==> src/rtl/ownership_borrow_state_table_macros.svh <==
// Assertion macros for the ownership borrow state table.
// Included by the top level; uses no other file.
`ifndef OWNERSHIP_BORROW_STATE_TABLE_MACROS_SVH
`define OWNERSHIP_BORROW_STATE_TABLE_MACROS_SVH

// same-cycle implication, off during reset
`define OBST_ASSERT_IMPLIES(label, clk, rst, ante, cons) \
   label: assert property (@(posedge clk) disable iff (rst) (ante) |-> (cons)) \
      else $error("obst assertion failed");

// next-cycle implication, active during reset
`define OBST_ASSERT_NEXT(label, clk, ante, cons) \
   label: assert property (@(posedge clk) (ante) |=> (cons)) \
      else $error("obst assertion failed");

`endif

==> src/rtl/obst_pkg.sv <==
// Package for the ownership borrow state table: sizes, codes and payload types.
// No dependencies.
`timescale 1ns / 1ps

package obst_pkg;

   localparam int NUM_SLOTS  = 256;
   localparam int MAX_SHARED = 255;
   localparam int SLOT_W     = $clog2(NUM_SLOTS);
   localparam int Q_DEPTH    = 2;
   localparam int QPTR_W     = $clog2(Q_DEPTH);
   localparam int QCNT_W     = $clog2(Q_DEPTH + 1);
   localparam logic [7:0] SHARED_CAP = 8'((MAX_SHARED < 255) ? MAX_SHARED : 255);

   typedef enum logic [3:0] {
      OP_DECLARE     = 4'd0,
      OP_INIT        = 4'd1,
      OP_READ        = 4'd2,
      OP_MOVE        = 4'd3,
      OP_ASSIGN      = 4'd4,
      OP_BORROW_SHR  = 4'd5,
      OP_RELEASE_SHR = 4'd6,
      OP_BORROW_MUT  = 4'd7,
      OP_RELEASE_MUT = 4'd8,
      OP_SNAPSHOT    = 4'd9,
      OP_INVALID     = 4'd10
   } op_type;

   typedef enum logic [2:0] {
      ST_UNINIT = 3'd0,
      ST_OWNED  = 3'd1,
      ST_SHARED = 3'd2,
      ST_MUT    = 3'd3,
      ST_MOVED  = 3'd4
   } own_type;

   typedef enum logic [2:0] {
      E_NONE       = 3'd0,
      E_UNDECLARED = 3'd1,
      E_DECLARED   = 3'd2,
      E_ILLEGAL    = 3'd3,
      E_UNINIT     = 3'd4,
      E_MOVED      = 3'd5,
      E_MUTREAD    = 3'd6,
      E_FULL       = 3'd7
   } err_type;

   typedef struct packed {
      logic [3:0] mode;
      logic [7:0] value_slot;
   } req_type;

   typedef struct packed {
      logic       ok;
      logic [2:0] error_code;
      logic [2:0] owner_state;
      logic [7:0] borrow_count;
      logic       is_declared;
   } rsp_type;

   typedef struct packed {
      op_type              op;
      logic                in_range;
      logic [SLOT_W-1:0]   addr;
   } item_type;

   typedef struct packed {
      logic [2:0] state;
      logic [7:0] count;
   } entry_type;

endpackage

==> src/rtl/obst_ram.sv <==
// Generic single-write, single-read RAM with registered read data.
// No dependencies.
`timescale 1ns / 1ps

module obst_ram #(
   parameter int WIDTH = 8,
   parameter int DEPTH = 256
) (
   input  logic                     clock,
   input  logic                     wr_en,
   input  logic [$clog2(DEPTH)-1:0] wr_addr,
   input  logic [WIDTH-1:0]         wr_data,
   input  logic                     rd_en,
   input  logic [$clog2(DEPTH)-1:0] rd_addr,
   output logic [WIDTH-1:0]         rd_data
);

   logic [WIDTH-1:0] mem_ff [DEPTH];
   logic [WIDTH-1:0] rd_data_ff;

   always_ff @(posedge clock) begin
      if (wr_en) begin
         mem_ff[wr_addr] <= wr_data;
      end
      if (rd_en) begin
         rd_data_ff <= mem_ff[rd_addr];
      end
   end

   assign rd_data = rd_data_ff;

endmodule

==> src/rtl/obst_front.sv <==
// Front end: accepts request transactions, decodes the mode, range-checks the slot
// and queues the classified item for the back end. Depends on obst_pkg.
`timescale 1ns / 1ps

module obst_front (
   input  logic              clock,
   input  logic              reset,
   input  logic              push,
   output logic              full,
   input  obst_pkg::req_type req_data,
   output logic              q_valid,
   output obst_pkg::item_type q_item,
   input  logic              q_take
);

   obst_pkg::item_type              ent_ff [obst_pkg::Q_DEPTH];
   logic [obst_pkg::QPTR_W-1:0]     wr_ptr_ff, wr_ptr_in;
   logic [obst_pkg::QPTR_W-1:0]     rd_ptr_ff, rd_ptr_in;
   logic [obst_pkg::QCNT_W-1:0]     cnt_ff, cnt_in;
   obst_pkg::item_type              cls;
   logic                            wr, rd;

   always_comb begin
      cls.in_range = 32'(req_data.value_slot) < obst_pkg::NUM_SLOTS;
      cls.addr     = obst_pkg::SLOT_W'(req_data.value_slot);
      if (req_data.mode > 4'(obst_pkg::OP_SNAPSHOT)) begin
         cls.op = obst_pkg::OP_INVALID;
      end else begin
         cls.op = obst_pkg::op_type'(req_data.mode);
      end
   end

   assign full    = cnt_ff == obst_pkg::QCNT_W'(obst_pkg::Q_DEPTH);
   assign q_valid = cnt_ff != '0;
   assign q_item  = ent_ff[rd_ptr_ff];
   assign wr      = push && !full;
   assign rd      = q_take && q_valid;

   always_comb begin
      wr_ptr_in = wr_ptr_ff;
      rd_ptr_in = rd_ptr_ff;
      if (wr) begin
         wr_ptr_in = (wr_ptr_ff == obst_pkg::QPTR_W'(obst_pkg::Q_DEPTH - 1))
            ? '0 : wr_ptr_ff + 1'b1;
      end
      if (rd) begin
         rd_ptr_in = (rd_ptr_ff == obst_pkg::QPTR_W'(obst_pkg::Q_DEPTH - 1))
            ? '0 : rd_ptr_ff + 1'b1;
      end
      cnt_in = cnt_ff;
      if (wr && !rd) begin
         cnt_in = cnt_ff + 1'b1;
      end else if (rd && !wr) begin
         cnt_in = cnt_ff - 1'b1;
      end
   end

   always_ff @(posedge clock) begin
      if (reset) begin
         wr_ptr_ff <= '0;
         rd_ptr_ff <= '0;
         cnt_ff    <= '0;
      end else begin
         wr_ptr_ff <= wr_ptr_in;
         rd_ptr_ff <= rd_ptr_in;
         cnt_ff    <= cnt_in;
      end
      if (wr) begin
         ent_ff[wr_ptr_ff] <= cls;
      end
   end

endmodule

==> src/rtl/obst_back.sv <==
// Back end: reads the slot entry, checks the operation, writes the slot back
// and holds the response register. Depends on obst_pkg and obst_ram.
`timescale 1ns / 1ps

module obst_back (
   input  logic               clock,
   input  logic               reset,
   input  logic               q_valid,
   input  obst_pkg::item_type q_item,
   output logic               q_take,
   output logic               empty,
   input  logic               pop,
   output obst_pkg::rsp_type  rsp_data
);

   typedef enum logic {
      S_IDLE,
      S_EXEC
   } state_type;

   state_type                        state_ff, state_in;
   obst_pkg::item_type               item_ff, item_in;
   logic                             rsp_valid_ff, rsp_valid_in;
   obst_pkg::rsp_type                rsp_ff, rsp_in;
   logic [obst_pkg::NUM_SLOTS-1:0]   declared_ff, declared_in;

   obst_pkg::entry_type  rd_ent, wr_ent;
   logic                 wr_en;
   logic                 decl, new_decl, ok;
   logic [2:0]           cur_st, new_st;
   logic [7:0]           cur_cnt, new_cnt;
   obst_pkg::err_type    err;
   obst_pkg::rsp_type    result;

   obst_ram #(
      .WIDTH ($bits(obst_pkg::entry_type)),
      .DEPTH (obst_pkg::NUM_SLOTS)
   ) u_slot_ram (
      .clock   (clock),
      .wr_en   (wr_en),
      .wr_addr (item_ff.addr),
      .wr_data (wr_ent),
      .rd_en   (q_take),
      .rd_addr (q_item.addr),
      .rd_data (rd_ent)
   );

   always_comb begin
      decl     = item_ff.in_range && declared_ff[item_ff.addr];
      cur_st   = decl ? rd_ent.state : obst_pkg::ST_UNINIT;
      cur_cnt  = decl ? rd_ent.count : 8'd0;
      new_st   = cur_st;
      new_cnt  = cur_cnt;
      new_decl = decl;
      err      = obst_pkg::E_NONE;
      if (!item_ff.in_range) begin
         err = obst_pkg::E_UNDECLARED;
      end else if (item_ff.op == obst_pkg::OP_INVALID) begin
         err = decl ? obst_pkg::E_ILLEGAL : obst_pkg::E_UNDECLARED;
      end else if (item_ff.op == obst_pkg::OP_DECLARE) begin
         if (decl) begin
            err = obst_pkg::E_DECLARED;
         end else begin
            new_decl = 1'b1;
            new_st   = obst_pkg::ST_UNINIT;
            new_cnt  = 8'd0;
         end
      end else if (!decl) begin
         err = obst_pkg::E_UNDECLARED;
      end else begin
         unique case (item_ff.op)
            obst_pkg::OP_INIT: begin
               if (cur_st == obst_pkg::ST_UNINIT || cur_st == obst_pkg::ST_MOVED) begin
                  new_st  = obst_pkg::ST_OWNED;
                  new_cnt = 8'd0;
               end else begin
                  err = obst_pkg::E_ILLEGAL;
               end
            end
            obst_pkg::OP_READ: begin
               if (cur_st == obst_pkg::ST_UNINIT) begin
                  err = obst_pkg::E_UNINIT;
               end else if (cur_st == obst_pkg::ST_MOVED) begin
                  err = obst_pkg::E_MOVED;
               end else if (cur_st == obst_pkg::ST_MUT) begin
                  err = obst_pkg::E_MUTREAD;
               end else if (cur_st > obst_pkg::ST_MOVED) begin
                  err = obst_pkg::E_ILLEGAL;
               end
            end
            obst_pkg::OP_MOVE: begin
               if (cur_st == obst_pkg::ST_OWNED) begin
                  new_st = obst_pkg::ST_MOVED;
               end else begin
                  err = obst_pkg::E_ILLEGAL;
               end
            end
            obst_pkg::OP_ASSIGN: begin
               if (cur_st == obst_pkg::ST_SHARED || cur_st == obst_pkg::ST_MUT ||
                   cur_st > obst_pkg::ST_MOVED) begin
                  err = obst_pkg::E_ILLEGAL;
               end else begin
                  new_st  = obst_pkg::ST_OWNED;
                  new_cnt = 8'd0;
               end
            end
            obst_pkg::OP_BORROW_SHR: begin
               if (cur_st != obst_pkg::ST_OWNED && cur_st != obst_pkg::ST_SHARED) begin
                  err = obst_pkg::E_ILLEGAL;
               end else if (cur_cnt >= obst_pkg::SHARED_CAP) begin
                  err = obst_pkg::E_FULL;
               end else begin
                  new_st  = obst_pkg::ST_SHARED;
                  new_cnt = cur_cnt + 8'd1;
               end
            end
            obst_pkg::OP_RELEASE_SHR: begin
               if (cur_st != obst_pkg::ST_SHARED || cur_cnt == 8'd0) begin
                  err = obst_pkg::E_ILLEGAL;
               end else begin
                  new_cnt = cur_cnt - 8'd1;
                  if (cur_cnt == 8'd1) begin
                     new_st = obst_pkg::ST_OWNED;
                  end
               end
            end
            obst_pkg::OP_BORROW_MUT: begin
               if (cur_st == obst_pkg::ST_OWNED) begin
                  new_st = obst_pkg::ST_MUT;
               end else begin
                  err = obst_pkg::E_ILLEGAL;
               end
            end
            obst_pkg::OP_RELEASE_MUT: begin
               if (cur_st == obst_pkg::ST_MUT) begin
                  new_st = obst_pkg::ST_OWNED;
               end else begin
                  err = obst_pkg::E_ILLEGAL;
               end
            end
            default: begin
            end
         endcase
      end
      ok                  = err == obst_pkg::E_NONE;
      result.ok           = ok;
      result.error_code   = err;
      result.owner_state  = ok ? new_st : cur_st;
      result.borrow_count = ok ? new_cnt : cur_cnt;
      result.is_declared  = ok ? new_decl : decl;
      wr_ent.state        = new_st;
      wr_ent.count        = new_cnt;
   end

   assign wr_en    = (state_ff == S_EXEC) && ok;
   assign q_take   = (state_ff == S_IDLE) && q_valid && (!rsp_valid_ff || pop);
   assign empty    = !rsp_valid_ff;
   assign rsp_data = rsp_ff;

   always_comb begin
      state_in     = state_ff;
      item_in      = item_ff;
      rsp_valid_in = rsp_valid_ff;
      rsp_in       = rsp_ff;
      declared_in  = declared_ff;
      if (pop) begin
         rsp_valid_in = 1'b0;
      end
      unique case (state_ff)
         S_IDLE: begin
            if (q_take) begin
               item_in  = q_item;
               state_in = S_EXEC;
            end
         end
         S_EXEC: begin
            rsp_valid_in = 1'b1;
            rsp_in       = result;
            state_in     = S_IDLE;
            if (ok && item_ff.op == obst_pkg::OP_DECLARE) begin
               declared_in[item_ff.addr] = 1'b1;
            end
         end
         default: begin
            state_in = S_IDLE;
         end
      endcase
   end

   always_ff @(posedge clock) begin
      if (reset) begin
         state_ff     <= S_IDLE;
         rsp_valid_ff <= 1'b0;
         declared_ff  <= '0;
      end else begin
         state_ff     <= state_in;
         rsp_valid_ff <= rsp_valid_in;
         declared_ff  <= declared_in;
      end
      item_ff <= item_in;
      rsp_ff  <= rsp_in;
   end

endmodule

==> src/rtl/ownership_borrow_state_table.sv <==
// Top level of the ownership borrow state table: front queue, back end, assertions.
// Depends on obst_pkg, obst_front, obst_back and the assertion macro header.
//
//   channel    ports                          direction   handshake
//   request    push, full, req_data           in          push && !full
//   response   empty, pop, rsp_data           out         pop && !empty
//
// In the back end, each transaction first gets the registered slot RAM read (S_IDLE),
// then the check, write-back and response load (S_EXEC); a new transaction is taken
// only once the last is done. A 2-entry queue lets requests land while the back end
// waits on a full response register. Reset clears the declared flags, so no
// clearing pass is needed. The back end stalls while a response waits unpopped.
`timescale 1ns / 1ps
`include "ownership_borrow_state_table_macros.svh"

module ownership_borrow_state_table (
   input  logic              clock,
   input  logic              reset,
   input  logic              push,
   output logic              full,
   input  obst_pkg::req_type req_data,
   output logic              empty,
   input  logic              pop,
   output obst_pkg::rsp_type rsp_data
);

   logic               q_valid;
   logic               q_take;
   obst_pkg::item_type q_item;

   obst_front u_front (
      .clock    (clock),
      .reset    (reset),
      .push     (push),
      .full     (full),
      .req_data (req_data),
      .q_valid  (q_valid),
      .q_item   (q_item),
      .q_take   (q_take)
   );

   obst_back u_back (
      .clock    (clock),
      .reset    (reset),
      .q_valid  (q_valid),
      .q_item   (q_item),
      .q_take   (q_take),
      .empty    (empty),
      .pop      (pop),
      .rsp_data (rsp_data)
   );

   `OBST_ASSERT_IMPLIES(a_ok_no_error, clock, reset, !empty,
      rsp_data.ok == (rsp_data.error_code == obst_pkg::E_NONE))
   `OBST_ASSERT_IMPLIES(a_ok_declared, clock, reset, !empty && rsp_data.ok,
      rsp_data.is_declared)
   `OBST_ASSERT_IMPLIES(a_shared_count, clock, reset, !empty && rsp_data.is_declared,
      (rsp_data.owner_state == obst_pkg::ST_SHARED) == (rsp_data.borrow_count != 8'd0))
   `OBST_ASSERT_NEXT(a_reset_clear, clock, reset, empty && !full)

endmodule
==> config.mk <==
export PLATFORM = sky130hd
export DESIGN_NAME = ownership_borrow_state_table
export DESIGN_NICKNAME = d
export VERILOG_FILES = /design/src/rtl/obst_pkg.sv /design/src/rtl/obst_ram.sv /design/src/rtl/obst_front.sv /design/src/rtl/obst_back.sv /design/src/rtl/ownership_borrow_state_table.sv
export VERILOG_INCLUDE_DIRS = /design/src /design/src/rtl
export SDC_FILE = /design/constraint.sdc
export NUM_CORES = 2
export LEC_CHECK = 0
export ABC_AREA = 1
export BUFFER_PORTS_ARGS = -buffer_cell sky130_fd_sc_hd__buf_2
export CAP_MARGIN = 20
export CORE_ASPECT_RATIO = 1.1
export CORE_MARGIN = 5
export CORE_UTILIZATION = 59
export DETAILED_ROUTE_END_ITERATION = 7
export GPL_TIMING_DRIVEN = 1
export PLACE_DENSITY = 0.74
export SLEW_MARGIN = 20
export SYNTH_ARGS = -nofsm -noshare
export SYNTH_HDL_FRONTEND = slang
export SYNTH_SLANG_ARGS = --single-unit
==> constraint.sdc <==
create_clock -name clock -period 33.5 [get_ports clock]
set_input_delay 8.375 -clock clock [delete_from_list [all_inputs] [get_ports clock]]
set_output_delay 8.375 -clock clock [all_outputs]
set_load 0.005 [all_outputs]
==> flow_metrics.tcl <==
set metrics [dict create \
    outcome "completed" \
    maxCapViolCount 0 \
    slew_viol_final 0 \
    wire_per_inst_microns 26.58 \
    floorplan.rows 180 \
    layout_min_cycle_time_ns 10.07 \
    slowest_delay_ns 0.97 \
    finalSetupTns_ns 0 \
    final_common_cell "sky130_fd_sc_hd__edfxtp_1" \
    synth-seq-area-share_pct 70.91 \
    sum_of_buffers_and_inverters_on_the_critical_path 3 \
    critical_path_peak_fanout 105 \
    clockBufferDepth 4 \
    tritoncts "built" \
    setup.worst_path.start_class "input pin" \
    cp.required_ns 34.26 \
    grt_pass1_vias 85960 \
    clk_latency_ns 0.99 \
    post_drt_via_cell_ratio 6.609 \
    max_slew_margin_pct 15.31 \
    htreeDepth 5 \
    vias 90240 \
    worst_hold_slack_ns 0.4502 \
    clock_pin_slew_on_the_worst_setup_and_hold_paths_ns 0.06 \
    die_w_microns 456.4 \
    critical_path_arrival_ns 10.83 \
    timing.critical_path.cells "clkbuf_8 > buf_4 > buf_4 > a21oi_1" \
    area_growth_pct 8.753 \
    drive_above_1_share_pct 8.602 \
    report.power.total_uw 11500 \
    grt_start_max_net_pins 215 \
    hold_viol_final 0 \
    r2r_slack_ns 24.21 \
    wl_microns 362900 \
    place.gp.congestion 0.8751 \
    holdBufCountCts 0 \
    synth.avg_cell_area_sq_um 11.85 \
    power-per-cell-area_nw_per_um2 81.79 \
    clkSinkCount 3142 \
    netlist_area_sq_um 129300 \
    yosysWarnings 0 \
    dp_hpwl_microns 194600 \
    drc_violation_count_after_routing 0 \
    cts-buffers-inserted 315 \
    gate_count_after_technology_mapping 10910 \
    syn-num-nets 10930 \
    num-nets-final 10550 \
    synth.ff_latch_count 3142 \
    rsz0062_at_grt "no" \
    min-delay-path-class "flop to flop" \
    layout_common_cells "2879 x sky130_fd_sc_hd__edfxtp_1, 2127 x sky130_fd_sc_hd__nor2_1, 1790 x sky130_fd_sc_hd__o21ai_0, 706 x sky130_fd_sc_hd__o22ai_1, 586 x sky130_fd_sc_hd__nand2_1" \
    ir_drop_uv 77.85 \
    ios 34 \
    detailed_place.area_sq_um 131100 \
    setup_viol_count_final 0 \
    globalRouteOverflowTotal 0 \
    critPathTopFamily "buffers and inverters" \
    post_cts_buffers 0 \
    netlist-cell-type-count 38 \
    dr.first_iter.drc_count 13970 \
    fmax_mhz 99.33 \
    final_cell_area_sq_um 140700 \
    maximum_clock_skew_at_final_layout_ns 0.06061 \
    antenna_found_initial 9 \
    worst_setup_path_end_kind "flop" \
    floorplan.initialDensity_pct 59.20 \
    classification_of_the_worst_setup_path "input pin to flop" \
    first_pass_iters 6 \
    critical_path.most_common_cell "sky130_fd_sc_hd__buf_4" \
    groute.usage.overall_pct 30.88 \
    pleak_uw 0.04417 \
    core_area_sq_um 218500 \
    pre_cts_ws_ns 22.56 \
    layout_setup_ws_ns 23.43 \
    period_share_pct 30.05 \
    crit_path_slowest_cell "sky130_fd_sc_hd__buf_4" \
    drtAntennaViolNets 0 \
    die_area_sq_um 228700 \
    root_buffer "sky130_fd_sc_hd__clkbuf_16" \
    postCtsResizedCells 0 \
    buffer_ports.inserted 33 \
    die_height_microns 501.1 \
    grt_pass1_wl_microns 539500 \
    worst_pin_slew_ns 1.270 \
]
power by group:
part | leakage, uW | total [uW] | internal [uW] | switching, uW
logic | 0.0110 | 3880 | 861 | 3020
clock network | 0.00462 | 3320 | 1890 | 1430
registers | 0.0285 | 4300 | 4260 | 38.5
total | 0.0442 | 11500 | 7010 | 4490
per-stage QoR:
step | cells | util, %
2_1_floorplan | 10910 | -
3_3_place_gp | 13120 | 59.99
3_5_place_dp | 13120 | 59.99
4_1_cts | 13650 | 64.33
5_1_grt | 13660 | 64.39
6_report | 13660 | 64.39
synth_stat cells:
library cell	count	share of area, %
sky130_fd_sc_hd__edfxtp_1	2879	67
sky130_fd_sc_hd__a21boi_0	1	0.0058
sky130_fd_sc_hd__buf_6	52	0.45
sky130_fd_sc_hd__o311ai_0	1	0.0068
sky130_fd_sc_hd__nor2_2	2	0.0097
sky130_fd_sc_hd__o221ai_1	185	1.3
sky130_fd_sc_hd__xor2_1	1	0.0068
sky130_fd_sc_hd__o211ai_1	6	0.035
sky130_fd_sc_hd__nor2_1	2131	6.2
sky130_fd_sc_hd__a21oi_1	273	1.1
sky130_fd_sc_hd__a41oi_1	2	0.014
sky130_fd_sc_hd__nor4_1	1	0.0048
sky130_fd_sc_hd__o41ai_1	1	0.0068
sky130_fd_sc_hd__buf_2	16	0.062
sky130_fd_sc_hd__nand3_1	172	0.67
sky130_fd_sc_hd__buf_8	1	0.012
sky130_fd_sc_hd__inv_2	6	0.017
sky130_fd_sc_hd__buf_1	35	0.10
sky130_fd_sc_hd__o21ai_0	1793	6.9
sky130_fd_sc_hd__o22ai_1	707	3.4
sky130_fd_sc_hd__buf_4	19	0.11
sky130_fd_sc_hd__dfxtp_1	263	4.1
sky130_fd_sc_hd__o21ai_1	80	0.31
sky130_fd_sc_hd__nand2_2	6	0.029
sky130_fd_sc_hd__nand2_1	587	1.7
sky130_fd_sc_hd__or2_2	10	0.048
sky130_fd_sc_hd__ha_1	2	0.019
sky130_fd_sc_hd__o21bai_1	4	0.023
sky130_fd_sc_hd__nor2_4	2	0.017
sky130_fd_sc_hd__xnor2_1	1	0.0068
sky130_fd_sc_hd__nor3_2	240	1.9
sky130_fd_sc_hd__inv_1	359	1.0
sky130_fd_sc_hd__clkbuf_1	784	2.3
sky130_fd_sc_hd__a22o_1	4	0.027
sky130_fd_sc_hd__nor3_1	25	0.097
sky130_fd_sc_hd__o21a_1	1	0.0058
sky130_fd_sc_hd__nor2_8	1	0.015
sky130_fd_sc_hd__nand4_1	258	1.2
flip-flops by register name (all words and copies together) (netlist names), named ones only:
signal / cells
u_back.rsp_data: 16
u_back.u_slot_ram.mem_ff: 2816
u_front.wr_ptr_ff: 1
u_back.declared_ff: 256
u_back.item_ff: 12
u_back.rsp_valid_ff: 1
u_front.cnt_ff: 2
u_front.ent_ff: 24
u_back.state_ff: 1
u_back.u_slot_ram.rd_data: 11
u_front.rd_ptr_ff: 1
path summary, 6_finish.rpt:
| path | from | to | cells after the start |
|---|---|---|---|
| min reg2reg | u_back.declared_ff[49] | u_back.declared_ff[49] | 2 |
| max reg2reg | u_back.item_ff[0] | u_back.u_slot_ram.mem_ff[98][1] | 35 |
| min | u_back.declared_ff[49] | u_back.declared_ff[49] | 2 |
| max | reset | u_back.declared_ff[7] | 4 |
tightest hold or removal path: stages (launching register included):
cell                      delay (ns)
sky130_fd_sc_hd__dfxtp_1        0.31
sky130_fd_sc_hd__inv_1          0.04
sky130_fd_sc_hd__a21oi_1        0.05
kinds of logic after synthesis:
logic type | Yosys count | synth area share, %
simple gates | 3435 | 11.88
flops | 3142 | 70.91
fa+ha+maj | 2 | 0.01934
xor+xnor | 2 | 0.01355
buf+inv | 1272 | 4.073
compound gates | 3058 | 13.10
cell type report:
class | instances | area [sq um]
multi-input combinational | 6497 | 32680
clock buffer | 394 | 8367
sequential | 3142 | 91720
timing repair buffer | 208 | 1724
inverter | 365 | 1420
clock inverter | 136 | 1105
antenna | 1 | 2.502
fill | 15830 | 77800
tap | 2912 | 3643
per-layer routing:
layer	routed length, microns	vias to the layer above	share of wire [%]	global-route usage, %
li1	-	39140	-	-
met1	132800	44000	37	41.82
met2	165700	5993	46	47.75
met3	41650	1108	11	6.084
met4	22780	2	6.3	16.65
met5	13	-	0.0036	0
No activity file was read; power rests on OpenSTA's default activity.
